**src/rtl/core/double_ended_queue_with_reverse_core_defines.svh**
```systemverilog
// assertion macros used by the deque back end
`ifndef DOUBLE_ENDED_QUEUE_WITH_REVERSE_CORE_DEFINES_SVH
`define DOUBLE_ENDED_QUEUE_WITH_REVERSE_CORE_DEFINES_SVH

`ifndef SYNTHESIS
// same-cycle implication, checked on clk outside reset
`define DEQ_ASSERT_NOW(lbl, ante, cons) \
  lbl: assert property (@(posedge clk) disable iff (!rst_n) (ante) |-> (cons)) \
    else $error("deq check failed");
// next-cycle implication, checked on clk outside reset
`define DEQ_ASSERT_NEXT(lbl, ante, cons) \
  lbl: assert property (@(posedge clk) disable iff (!rst_n) (ante) |=> (cons)) \
    else $error("deq check failed");
`else
`define DEQ_ASSERT_NOW(lbl, ante, cons)
`define DEQ_ASSERT_NEXT(lbl, ante, cons)
`endif

`endif

```
**src/rtl/core/deq_pkg.sv**
```systemverilog
// shared types, codes and defaults for the deque core
package deq_pkg;

  // default ring depth
  localparam int DEQ_DEPTH = 16;
  // entries in the command queue between front and back
  localparam int DEQ_CQ_DEPTH = 2;

  // operation codes
  localparam logic [2:0] OP_PUSH_FRONT = 3'd0;
  localparam logic [2:0] OP_PUSH_BACK  = 3'd1;
  localparam logic [2:0] OP_POP_FRONT  = 3'd2;
  localparam logic [2:0] OP_POP_BACK   = 3'd3;
  localparam logic [2:0] OP_READ_ALL   = 3'd4;
  localparam logic [2:0] OP_REVERSE    = 3'd5;

  // status codes
  localparam logic [1:0] STAT_OK    = 2'd0;
  localparam logic [1:0] STAT_EMPTY = 2'd1;
  localparam logic [1:0] STAT_FULL  = 2'd2;

  // command kinds after classification
  localparam logic [1:0] CMD_PUSH = 2'd0;
  localparam logic [1:0] CMD_POP  = 2'd1;
  localparam logic [1:0] CMD_READ = 2'd2;
  localparam logic [1:0] CMD_REV  = 2'd3;

  typedef struct packed {
    logic [2:0]         operation;
    logic signed [31:0] value;
  } deq_in_t;

  typedef struct packed {
    logic signed [31:0] result_value;
    logic [1:0]         status;
    logic               last;
  } deq_out_t;

  typedef struct packed {
    logic [1:0]         kind;
    logic               at_front;
    logic signed [31:0] value;
  } deq_cmd_t;

endpackage

```
**src/rtl/core/deq_front.sv**
```systemverilog
// front end: accepts input items and classifies them into commands
module deq_front import deq_pkg::*; (
  input  logic     push,
  input  logic     full,
  input  deq_in_t  in_data,
  output logic     cmd_wr,
  output deq_cmd_t cmd
);

  logic op_ok;

  // decode operation into command kind and logical end
  always_comb begin
    op_ok        = 1'b1;
    cmd.kind     = CMD_PUSH;
    cmd.at_front = 1'b0;
    cmd.value    = in_data.value;
    unique case (in_data.operation)
      OP_PUSH_FRONT: begin
        cmd.kind     = CMD_PUSH;
        cmd.at_front = 1'b1;
      end
      OP_PUSH_BACK: cmd.kind = CMD_PUSH;
      OP_POP_FRONT: begin
        cmd.kind     = CMD_POP;
        cmd.at_front = 1'b1;
      end
      OP_POP_BACK: cmd.kind = CMD_POP;
      OP_READ_ALL: cmd.kind = CMD_READ;
      OP_REVERSE:  cmd.kind = CMD_REV;
      default:     op_ok    = 1'b0;
    endcase
  end

  // unused codes are accepted and dropped
  assign cmd_wr = push && !full && op_ok;

endmodule

```
**src/rtl/core/deq_cmd_queue.sv**
```systemverilog
// short command queue between the front and back ends
module deq_cmd_queue import deq_pkg::*; (
  input  logic     clk,
  input  logic     rst_n,
  input  logic     wr_en,
  input  deq_cmd_t wr_cmd,
  output logic     full,
  output logic     rd_valid,
  input  logic     rd_en,
  output deq_cmd_t rd_cmd
);

  localparam int PTR_W = (DEQ_CQ_DEPTH > 1) ? $clog2(DEQ_CQ_DEPTH) : 1;
  localparam int CNT_W = $clog2(DEQ_CQ_DEPTH + 1);
  localparam logic [PTR_W-1:0] PTR_LAST = PTR_W'(DEQ_CQ_DEPTH - 1);

  deq_cmd_t         ent_r [DEQ_CQ_DEPTH];
  logic [PTR_W-1:0] wptr_r, wptr_nxt;
  logic [PTR_W-1:0] rptr_r, rptr_nxt;
  logic [CNT_W-1:0] cnt_r, cnt_nxt;
  logic             do_wr, do_rd;

  assign full     = cnt_r == CNT_W'(DEQ_CQ_DEPTH);
  assign rd_valid = cnt_r != '0;
  assign rd_cmd   = ent_r[rptr_r];
  assign do_wr    = wr_en && !full;
  assign do_rd    = rd_en && rd_valid;

  // pointer and fill count update
  always_comb begin
    wptr_nxt = wptr_r;
    rptr_nxt = rptr_r;
    cnt_nxt  = cnt_r;
    if (do_wr) begin
      wptr_nxt = (wptr_r == PTR_LAST) ? '0 : wptr_r + PTR_W'(1);
    end
    if (do_rd) begin
      rptr_nxt = (rptr_r == PTR_LAST) ? '0 : rptr_r + PTR_W'(1);
    end
    if (do_wr && !do_rd) begin
      cnt_nxt = cnt_r + CNT_W'(1);
    end else if (do_rd && !do_wr) begin
      cnt_nxt = cnt_r - CNT_W'(1);
    end
  end

  always_ff @(posedge clk) begin
    if (!rst_n) begin
      wptr_r <= '0;
      rptr_r <= '0;
      cnt_r  <= '0;
    end else begin
      wptr_r <= wptr_nxt;
      rptr_r <= rptr_nxt;
      cnt_r  <= cnt_nxt;
    end
  end

  // entry storage
  always_ff @(posedge clk) begin
    if (do_wr) begin
      ent_r[wptr_r] <= wr_cmd;
    end
  end

endmodule

```
**src/rtl/core/deq_back.sv**
```systemverilog
// back end: ring store, deque state, command sequencing and result register
`include "double_ended_queue_with_reverse_core_defines.svh"
module deq_back import deq_pkg::*; #(
  parameter int DEPTH = DEQ_DEPTH
) (
  input  logic     clk,
  input  logic     rst_n,
  input  logic     cmd_valid,
  input  deq_cmd_t cmd,
  output logic     cmd_rd,
  output logic     empty,
  input  logic     pop,
  output deq_out_t out_data
);

  localparam int IDX_W = (DEPTH > 1) ? $clog2(DEPTH) : 1;
  localparam int CNT_W = $clog2(DEPTH + 1);
  localparam logic [IDX_W:0]   SUM_DEPTH = (IDX_W + 1)'(DEPTH);
  localparam logic [IDX_W-1:0] IDX_LAST  = IDX_W'(DEPTH - 1);
  localparam logic [CNT_W-1:0] CNT_FULL  = CNT_W'(DEPTH);

  localparam logic [1:0] ST_IDLE = 2'd0;
  localparam logic [1:0] ST_POP  = 2'd1;
  localparam logic [1:0] ST_READ = 2'd2;

  logic [1:0]         st_r, st_nxt;
  logic [IDX_W-1:0]   front_r, front_nxt;
  logic [CNT_W-1:0]   count_r, count_nxt;
  logic               rev_r, rev_nxt;
  logic [IDX_W-1:0]   i_r, i_nxt;
  logic               out_valid_r, out_valid_nxt;
  deq_out_t           out_data_r, out_data_nxt;

  logic signed [31:0] mem [DEPTH];
  logic signed [31:0] rd_data_r;
  logic               rd_en, wr_en;
  logic [IDX_W-1:0]   rd_addr, wr_addr;

  logic               out_free, is_full, is_empty, phys_front, read_last;
  logic [IDX_W-1:0]   front_inc, front_dec;
  logic [CNT_W-1:0]   count_dec;

  // ring position of base plus offset, both below depth
  function automatic logic [IDX_W-1:0] ring_add(input logic [IDX_W-1:0] base,
                                                input logic [IDX_W-1:0] off);
    logic [IDX_W:0] s;
    s = {1'b0, base} + {1'b0, off};
    if (s >= SUM_DEPTH) begin
      s = s - SUM_DEPTH;
    end
    return s[IDX_W-1:0];
  endfunction

  // ring position of logical element idx
  function automatic logic [IDX_W-1:0] read_slot(input logic [IDX_W-1:0] idx,
                                                 input logic             rev,
                                                 input logic [IDX_W-1:0] fr,
                                                 input logic [CNT_W-1:0] cnt);
    logic [CNT_W-1:0] o;
    o = rev ? (cnt - CNT_W'(1) - CNT_W'(idx)) : CNT_W'(idx);
    return ring_add(fr, o[IDX_W-1:0]);
  endfunction

  assign is_full    = count_r == CNT_FULL;
  assign is_empty   = count_r == '0;
  assign count_dec  = count_r - CNT_W'(1);
  assign front_inc  = (front_r == IDX_LAST) ? '0 : front_r + IDX_W'(1);
  assign front_dec  = (front_r == '0) ? IDX_LAST : front_r - IDX_W'(1);
  assign phys_front = cmd.at_front != rev_r;
  assign read_last  = CNT_W'(i_r) == count_dec;
  assign out_free   = !out_valid_r || pop;

  assign empty    = !out_valid_r;
  assign out_data = out_data_r;

  // command sequencing
  always_comb begin
    st_nxt        = st_r;
    front_nxt     = front_r;
    count_nxt     = count_r;
    rev_nxt       = rev_r;
    i_nxt         = i_r;
    out_valid_nxt = out_valid_r && !pop;
    out_data_nxt  = out_data_r;
    cmd_rd        = 1'b0;
    rd_en         = 1'b0;
    wr_en         = 1'b0;
    rd_addr       = front_r;
    wr_addr       = front_r;
    unique case (st_r)
      ST_IDLE: begin
        if (cmd_valid && out_free) begin
          cmd_rd = 1'b1;
          unique case (cmd.kind)
            CMD_PUSH: begin
              out_valid_nxt = 1'b1;
              out_data_nxt  = '{result_value: '0, status: STAT_OK, last: 1'b1};
              if (is_full) begin
                out_data_nxt.status = STAT_FULL;
              end else begin
                wr_en     = 1'b1;
                count_nxt = count_r + CNT_W'(1);
                if (phys_front) begin
                  front_nxt = front_dec;
                  wr_addr   = front_dec;
                end else begin
                  wr_addr = ring_add(front_r, count_r[IDX_W-1:0]);
                end
              end
            end
            CMD_POP: begin
              if (is_empty) begin
                out_valid_nxt = 1'b1;
                out_data_nxt  = '{result_value: '0, status: STAT_EMPTY, last: 1'b1};
              end else begin
                rd_en     = 1'b1;
                count_nxt = count_dec;
                st_nxt    = ST_POP;
                if (phys_front) begin
                  rd_addr   = front_r;
                  front_nxt = front_inc;
                end else begin
                  rd_addr = ring_add(front_r, count_dec[IDX_W-1:0]);
                end
              end
            end
            CMD_READ: begin
              if (is_empty) begin
                out_valid_nxt = 1'b1;
                out_data_nxt  = '{result_value: '0, status: STAT_EMPTY, last: 1'b1};
              end else begin
                rd_en   = 1'b1;
                i_nxt   = '0;
                rd_addr = read_slot('0, rev_r, front_r, count_r);
                st_nxt  = ST_READ;
              end
            end
            CMD_REV: begin
              rev_nxt       = !rev_r;
              out_valid_nxt = 1'b1;
              out_data_nxt  = '{result_value: '0, status: STAT_OK, last: 1'b1};
            end
          endcase
        end
      end
      ST_POP: begin
        if (out_free) begin
          out_valid_nxt = 1'b1;
          out_data_nxt  = '{result_value: rd_data_r, status: STAT_OK, last: 1'b1};
          st_nxt        = ST_IDLE;
        end
      end
      ST_READ: begin
        // one element per transfer, next address read while emitting
        if (out_free) begin
          out_valid_nxt = 1'b1;
          out_data_nxt  = '{result_value: rd_data_r, status: STAT_OK,
                            last: read_last};
          if (read_last) begin
            st_nxt = ST_IDLE;
          end else begin
            i_nxt   = i_r + IDX_W'(1);
            rd_en   = 1'b1;
            rd_addr = read_slot(i_r + IDX_W'(1), rev_r, front_r, count_r);
          end
        end
      end
      default: st_nxt = ST_IDLE;
    endcase
  end

  // control state
  always_ff @(posedge clk) begin
    if (!rst_n) begin
      st_r        <= ST_IDLE;
      front_r     <= '0;
      count_r     <= '0;
      rev_r       <= 1'b0;
      i_r         <= '0;
      out_valid_r <= 1'b0;
    end else begin
      st_r        <= st_nxt;
      front_r     <= front_nxt;
      count_r     <= count_nxt;
      rev_r       <= rev_nxt;
      i_r         <= i_nxt;
      out_valid_r <= out_valid_nxt;
    end
  end

  // result payload
  always_ff @(posedge clk) begin
    out_data_r <= out_data_nxt;
  end

  // ring store, one write and one registered read port
  always_ff @(posedge clk) begin
    if (wr_en) begin
      mem[wr_addr] <= cmd.value;
    end
    if (rd_en) begin
      rd_data_r <= mem[rd_addr];
    end
  end

  // checks
  `DEQ_ASSERT_NOW(a_count_bound, 1'b1, count_r <= CNT_FULL)
  `DEQ_ASSERT_NOW(a_read_index, st_r == ST_READ, CNT_W'(i_r) < count_r)
  `DEQ_ASSERT_NEXT(a_read_stable, st_r == ST_READ || st_r == ST_POP, $stable(count_r))
  `DEQ_ASSERT_NOW(a_err_zero, out_valid_r && out_data_r.status != STAT_OK,
                  out_data_r.result_value == 32'sd0 && out_data_r.last)
  `DEQ_ASSERT_NEXT(a_pop_result, st_r == ST_POP && out_free, out_valid_r)

endmodule

```
**src/rtl/core/double_ended_queue_with_reverse_core.sv**
```systemverilog
// top level of the deque core: front end, command queue and back end
//
//   channel   direction  handshake           payload
//   input     in         push / full         in_data   (deq_in_t)
//   result    out        empty / pop         out_data  (deq_out_t)
//
// an accepted item is registered in the two-entry command queue
// push, reverse and every error case then load the result register from idle
// pop with data makes a ring store read, then the result load; read all starts
// with a read and sends one element per transfer from the registered read port
// a held result stalls the back end, and the command queue then fills and
// raises full; reset clears indexes, count, order and queues, not the ring store
module double_ended_queue_with_reverse_core import deq_pkg::*; #(
  parameter int DEPTH = DEQ_DEPTH
) (
  input  logic     clk,
  input  logic     rst_n,
  input  logic     push,
  output logic     full,
  input  deq_in_t  in_data,
  output logic     empty,
  input  logic     pop,
  output deq_out_t out_data
);

  logic     cq_wr, cq_full, cq_valid, cq_rd;
  deq_cmd_t cq_wr_cmd, cq_rd_cmd;

  assign full = cq_full;

  // classify accepted items
  deq_front u_front (
    .push    (push),
    .full    (cq_full),
    .in_data (in_data),
    .cmd_wr  (cq_wr),
    .cmd     (cq_wr_cmd)
  );

  // decouple front and back
  deq_cmd_queue u_cmd_queue (
    .clk      (clk),
    .rst_n    (rst_n),
    .wr_en    (cq_wr),
    .wr_cmd   (cq_wr_cmd),
    .full     (cq_full),
    .rd_valid (cq_valid),
    .rd_en    (cq_rd),
    .rd_cmd   (cq_rd_cmd)
  );

  // execute commands and hold results
  deq_back #(
    .DEPTH (DEPTH)
  ) u_back (
    .clk       (clk),
    .rst_n     (rst_n),
    .cmd_valid (cq_valid),
    .cmd       (cq_rd_cmd),
    .cmd_rd    (cq_rd),
    .empty     (empty),
    .pop       (pop),
    .out_data  (out_data)
  );

endmodule

```
**config.mk**
```make
export PLATFORM = sky130hd
export DESIGN_NAME = double_ended_queue_with_reverse_core
export DESIGN_NICKNAME = d
export VERILOG_FILES = /design/src/rtl/core/deq_pkg.sv /design/src/rtl/core/deq_front.sv /design/src/rtl/core/deq_cmd_queue.sv /design/src/rtl/core/deq_back.sv /design/src/rtl/core/double_ended_queue_with_reverse_core.sv
export VERILOG_INCLUDE_DIRS = /design/src /design/src/rtl/core
export SDC_FILE = /design/constraint.sdc
export NUM_CORES = 1
export LEC_CHECK = 0
export BUFFER_PORTS_ARGS = -buffer_cell sky130_fd_sc_hd__buf_2
export CAP_MARGIN = 25
export CORE_UTILIZATION = 56
export DETAILED_ROUTE_END_ITERATION = 12
export GPL_ROUTABILITY_DRIVEN = 0
export PLACE_DENSITY = 0.76
export SYNTH_ARGS = -nofsm -noshare
export SYNTH_HDL_FRONTEND = slang
export SYNTH_SLANG_ARGS = --single-unit
```
**constraint.sdc**
```tcl
create_clock -name clk -period 4.7 [get_ports clk]
set_input_delay 0.705 -clock clk [delete_from_list [all_inputs] [get_ports clk]]
set_output_delay 0.705 -clock clk [all_outputs]
set_load 0.1 [all_outputs]
```
==> results.md, run 1 <==
* Largest net degree at the start of global routing at between 100 and 150
* Antenna Cells at 0
* Vias in the first global route at 16660
* Initial core utilization at between 50% and 60%
* CTS sink count at 671
* TritonCTS clock tree: done
* Synth async-reset ratio at 0%
* Initial antenna violation count at 0
* Maxcap violations at 0
* Clock share of power at around a quarter
* DRT Pass-1 Iters at 7
* Maximum vdd drop at 0.456 mV
* Site Rows at ~80
* Yosys warns at 0
* Mapped Cells at between 1500 and 2000
* Leakage at 10.6 nW
* Flop and latch count out of synthesis at between 600 and 700
* Pwr Density at around 620 nW/µm²
* Post-Syn Nets at 1876
* Vias post-DR at 16826
* Vias per inst at about 6.5
* Logic pwr share at around 33%
* CTS max path bufs at 3
* 1st-iter DRT viols at between 2000 and 2500
* Post-synth cell types at 74
* Root Driver: clkbuf_16
* Worst slack, placed at between 70 and 80 ps
* Die width at between 200 and 250 µm
* Setup_tns at 0 ps
* DRT Wirelength at slightly below 70 mm
* RSZ-0062 raised after global routing: false
* IO Port Bufs at 75
* Slew HR at between 40 and 50%
* Net Switching at 7.13 mW
* EDFF count, synth at 649
* Finished Cell Area at roughly 32000 µm²
* Synth Cell Area at 28000 µm²
* Top FF cell, synth: edfxtp_1
* Overall power at about 20 mW
* Flop pwr share at between 40% and 50%
* CP max FO at 55
* Status: completed
* Slew Limit Fails at 0
* H-tree Lvls at 3
* Fmax at 222 MHz
* P&R area growth vs syn at 13.3%
* WP data required at 5030 ps
* Tot GR Track Use at 26.9%
* CTS clk-pin slew, worst paths at ~60 ps
* Share of layout cells above drive strength 1 at between 15 and 20%
* Grt total ovfl at 0
* CP Class: reg2reg
* Post-layout min period at roughly 4500 ps
* Area post-placement at 29500 µm²
* Core Footprint at around 49000 µm²
* Post CTS Setup Buffer Count at 0
* Setup crit end kind: flop
* Seq/Total Area, Yosys at 71.2%
* I/O pins at 76
* Clk_lat worst skew at just over 600 ps
* First-pass GRT wire length at between 100 and 150 mm
* Final setup violation count at 0
* Synth Area per Inst at 15.5 µm²
* Hpwl dp at approximately 38 mm
* Avg WL per Cell at around 26 µm
* Die Y at about 230 µm
* Die ar. at just over 50000 µm²
* DRC at 0
* Setup Skew at around 24 ps
* Sw Share at a little over a third
* Fin nets at 1946
* Final Hold Vio Count at 0
* Hold Crit Class: in2reg
* Final period util at a little over nine tenths
* Final WS setup at 190 ps
* Startpoint types: flop
* Worst path arrival time at 4840 ps
* Cell-internal power at 12.6 mW
* Antenna Nets Post-Route at 0
* CTS Buf Count at 68
* Actual slew at the worst max-slew pin at ~880 ps
==> registers in the layout, indices dropped and copies added (netlist names), named ones only <==
name,count
u_back.front_r,4
u_cmd_queue.wptr_r,1
u_back.rd_data_r,32
u_back.i_r,4
u_back.out_valid_r,1
u_back.rev_r,1
u_cmd_queue.rptr_r,1
u_back.st_r,2
u_back.count_r,5
u_cmd_queue.ent_r,70
u_back.out_data,35
u_cmd_queue.cnt_r,2
u_back.mem,512
==> Yosys cell counts (4+ instances only) <==
library cell | count | area share [%]
a31oi_1 | 4 | 0.089
ha_1 | 29 | 1.3
and2_1 | 46 | 1.0
nand3_1 | 137 | 2.5
buf_2 | 25 | 0.45
buf_1 | 9 | 0.12
buf_6 | 7 | 0.28
dfxtp_1 | 22 | 1.6
o21ai_0 | 77 | 1.4
edfxtp_1 | 649 | 70
mux2_2 | 36 | 1.4
fa_1 | 5 | 0.36
nor3_1 | 4 | 0.072
nor2b_1 | 11 | 0.25
xnor2_1 | 22 | 0.69
a21o_1 | 6 | 0.16
a2111oi_0 | 96 | 3.0
nand2_1 | 37 | 0.50
mux2i_1 | 45 | 1.6
clkbuf_1 | 87 | 1.2
and3_1 | 99 | 2.2
buf_4 | 4 | 0.11
a2111o_1 | 32 | 1.3
o211ai_1 | 99 | 2.7
a21oi_1 | 17 | 0.30
xor2_1 | 7 | 0.22
inv_1 | 24 | 0.32
nor2_1 | 41 | 0.55
mux2_1 | 62 | 2.5
==> through the flow <==
stage,hold slack [ps],utilization (%),cells
2_1_floorplan,473,-,1803
3_3_place_gp,484,60.0,2464
3_5_place_dp,529,60.1,2466
4_1_cts,255,64.4,2588
5_1_grt,260,64.5,2589
6_report,284,64.5,2589
==> final timing paths <==
check                       startpoint                       end  slack [ps]  cells past startpoint
setup / recovery     u_back.count_r[0]       u_back.rd_data_r[1]         190                     12
hold / removal             in_data[26]  u_cmd_queue.ent_r[1][26]         280                      1
setup reg to reg     u_back.count_r[0]       u_back.rd_data_r[1]         190                     12
hold reg to reg   u_cmd_queue.cnt_r[1]      u_cmd_queue.cnt_r[1]         530                      2
==> logic make-up (layout without fill, tap and decap cells) <==
logic type               Yosys count  count (layout)  synth area share [%]
flip-flops                       671             671                  71.2
AND/OR/NAND/NOR                  395             395                  7.60
XOR/XNOR                          30              30                 0.993
buffers and inverters            161             283                  2.65
AO/OA/AOI/OAI                    368             368                  10.3
multiplexers                     144             144                  5.61
adder cells (fa/ha/maj)           34              34                  1.65
==> cell type report <==
cell class | instances | area [µm²]
clock buffers | 84 | 1800
clock inverters | 38 | 335
fillers | 3352 | 17400
inverters | 24 | 90.1
multi-input cells | 971 | 7590
flip-flops and latches | 671 | 19900
well taps | 664 | 831
repair buffers | 137 | 1130
==> routing by layer <==
layer	routed length [µm]	global-route usage, %
met4	2280	10.4
met2	32300	43.4
met3	5900	4.99
met1	27100	36.6
met5	0	0
==> power groups by stage <==
stage / clock [mW] / combinational [mW] / sequential, mW
floorplan: 0 / 3.50 / 9.07
global placement: 0 / 6.22 / 8.01
detailed placement: 0 / 6.41 / 8.03
CTS: 5.30 / 6.46 / 7.91
global route: 5.51 / 6.93 / 7.95
finish: 5.24 / 6.53 / 7.91
==> critical path, cell delays in order (launching register included) <==
cell       delay (ps)
dfxtp_2           420
inv_1             120
ha_1              440
fa_1              450
mux2i_1           280
inv_1             110
fa_1              530
o32a_4            470
buf_4             320
and3_1            270
a2111oi_1         540
a2111o_1          180
o211ai_1           70
==> repair_timing <==
| item | CTS | global route |
|---|---|---|
| endpoints found under the setup margin | 0 | 32 |
| gates resized for setup | 0 | 16 |
| hold buffers | 0 | 0 |
==> cells in the final DEF, fill, tap and decap left out, types with 3 or more instances in the layout <==
master / instances
xnor2_1: 22
a2111oi_0: 84
nor2_4: 18
and3_1: 99
buf_4: 38
clkinv_2: 12
clkbuf_16: 70
nor2b_1: 11
clkinv_1: 15
clkbuf_1: 14
nand4_1: 3
o21ai_0: 77
a2111o_1: 32
ha_1: 29
nand3_1: 137
inv_1: 24
edfxtp_1: 649
xor2_1: 7
dfxtp_1: 20
a31oi_1: 4
nand2_1: 37
and2_1: 45
mux2i_1: 45
buf_2: 76
mux2_1: 62
nand3b_1: 3
a21oi_1: 16
a2111oi_1: 10
mux2_2: 36
a21o_1: 6
buf_12: 22
nor2_1: 22
nor3_1: 4
bufinv_16: 5
fa_1: 5
o211ai_1: 99
No activity file was read; power rests on OpenSTA's default activity.
==> run 2, diff against run 1 <==
GPL_TIMING_DRIVEN = 0   (was default)
PLACE_DENSITY = 0.85   (was 0.76)
==> results.md, run 2 (same netlist as run 1, synthesis figures left out) <==
* Final period util at a little over nine tenths
* DRT Wirelength at roughly 72 mm
* Vias in the first global route at 18465
* Post-layout min period at approximately 4600 ps
* Core Util, Final at between 60 and 70%
* Initial core utilization at 56.9%
* Hold Crit Class: in2reg
* Site Rows at 81
* Final setup violation count at 0
* Filler cell count at between 3000 and 4000
* Core Footprint at roughly 49000 µm²
* Setup_tns at 0 ps
* Root Driver: clkbuf_16
* I/O pins at 76
* Vias per inst at 6.71
* Maxcap violations at 0
* Setup Skew at roughly 30 ps
* Slew HR at about a quarter
* Net Switching at ~7.6 mW
* RSZ-0062 raised after global routing: false
* Max FFs per register at just over 500
* Share of layout cells above drive strength 1 at between 15 and 20%
* IO Port Bufs at 75
* Antenna Cells at 0
* Worst path arrival time at approximately 4900 ps
* End point of the critical path: u_back.rd_data_r[0]
* Final Hold Vio Count at 0
* Status: completed
* CP Class: reg2reg
* Cell-internal power at roughly 13 mW
* Die ar. at 50900 µm²
* Leakage at roughly 11 nW
* Most frequent cells in the layout: edfxtp_1, nand3_1, o211ai_1, and3_1, buf_2
* Flop2flop setup slack at ~120 ps
* CTS clk-pin slew, worst paths at around 70 ps
* CP max FO at 10
* CTS Buf Count at between 60 and 70
* Hpwl dp at around 46 mm
* Grt total ovfl at 0
* Pwr Density at about 630 nW/µm²
* DRC at 0
* Maximum vdd drop at approximately 0.4 mV
* CTS max path bufs at 3
* Antenna Nets Post-Route at 0
* H-tree Lvls at 3
* Overall power at around 20 mW
* Clock share of power at between 20 and 30%
* Hold depth at 1
* Worst R2R Path Depth at 14
* Actual slew at the worst max-slew pin at 1100 ps
* Slowest cell on crit path: fa_1
* Fmax at 218 MHz
* Flop pwr share at slightly below 40%
* Avg WL per Cell at approximately 27 µm
* P&R area growth vs syn at 14.8%
* Setup crit end kind: flop
* Largest net degree at the start of global routing at 32
* Multi-input logic area at approximately 7600 µm²
* WP data required at roughly 5000 ps
* Reg2reg start: u_back.count_r[0]
* CTS sink count at around 670
* First-pass GRT wire length at ~110 mm
* Setup crit start: u_back.count_r[0]
* Startpoint types: flop
* Area post-placement at around 30000 µm²
* Slowest cell delay on critical path at 540 ps
* Initial antenna violation count at 0
* Logic pwr share at between 30% and 40%
* FF+latch area at between 15000 and 20000 µm²
* Vias post-DR at 18003
* Fin nets at approximately 2000
* Die Y at 226 µm
* Reg-to-reg endpoint: u_back.rd_data_r[0]
* Finished Cell Area at 32100 µm²
* Cts hold-fix bufs at 0
* Biggest register: u_back.mem
* Sw Share at between 30% and 40%
* Tot GR Track Use at 28.9%
* Clk_lat worst skew at a little over 600 ps
* Die width at ~230 µm
* Slew Limit Fails at 0
* Crit-path cells: inv_1 > ha_4 > fa_1 > mux2i_2 > inv_1 > fa_1 > o32a_4 > nand2_4 > buf_6 > buf_8 > buf_6 > mux2_2 > o211ai_1 > o211ai_1
* TritonCTS clock tree: done
* 1st-iter DRT viols at roughly 2400
* DRT Pass-1 Iters at 6
* Leading cell type in the layout, fill and taps excluded: edfxtp_1
## run 2: per-layer routing
| metal | track usage [%] | part of all wire, % | vias up |
|---|---|---|---|
| li1 | - | - | 7557 |
| met3 | 7.60 | 12 | 313 |
| met2 | 47.6 | 48 | 1394 |
| met5 | 0 | 0 | - |
| met4 | 15.3 | 4.8 | 0 |
| met1 | 35.1 | 35 | 8739 |
## run 2: worst min path at each step
stage / end / slack (ps) / from
3_3_place_gp: u_cmd_queue.cnt_r[1] / 490 / u_cmd_queue.cnt_r[1]
3_5_place_dp: u_back.out_data[26] / 500 / u_back.rd_data_r[23]
5_1_grt: u_cmd_queue.ent_r[0][15] / 270 / in_data[15]
6_report: u_cmd_queue.ent_r[0][24] / 290 / in_data[24]
2_1_floorplan: u_cmd_queue.cnt_r[1] / 470 / u_cmd_queue.cnt_r[1]
4_1_cts: u_cmd_queue.ent_r[0][23] / 270 / in_data[23]
## run 2: final cells by class
cell class	instances	share of cell area, %
buffer	136	2.20
clock buffer	84	5.49
clock inverter	31	1.03
inverter	24	0.281
multi-input combinational	971	23.6
sequential	671	62.1
tap	664	2.59
timing repair buffer	102	2.75
## run 2: per-stage QoR
stage	std cells	hold WS, ps	worst slack, ps
2_1_floorplan	1803	473	883
3_3_place_gp	2542	486	-973
3_5_place_dp	2565	505	-1100
4_1_cts	2684	271	1.06
5_1_grt	2683	275	1.12
6_report	2683	287	122
## run 2: repair_timing
action / CTS / global route
pin swaps: 2 / 7
buffers inserted: 4 / 0
endpoints found under the hold margin: 0 / 0
setup endpoints to repair: 32 / 32
resized for setup: 39 / 39
gates cloned: 0 / 0
## run 2: critical path, delay by kind of cell, from the launching register on
family | cells | cell delay [ps]
AND/OR/NAND/NOR | 1 | 120
flip-flops | 1 | 430
AO/OA/AOI/OAI | 3 | 1060
buffers and inverters | 5 | 790
multiplexers | 2 | 570
adder cells (fa/ha/maj) | 3 | 1300
## run 2: power by group through the flow
stage / clock [mW] / combinational, mW / sequential [mW]
finish: 5.22 / 7.19 / 7.85
floorplan: 0 / 3.50 / 9.07
CTS: 5.23 / 7.00 / 7.86
global route: 5.46 / 7.54 / 7.90
global placement: 0 / 6.33 / 8.00
detailed placement: 0 / 6.78 / 7.98
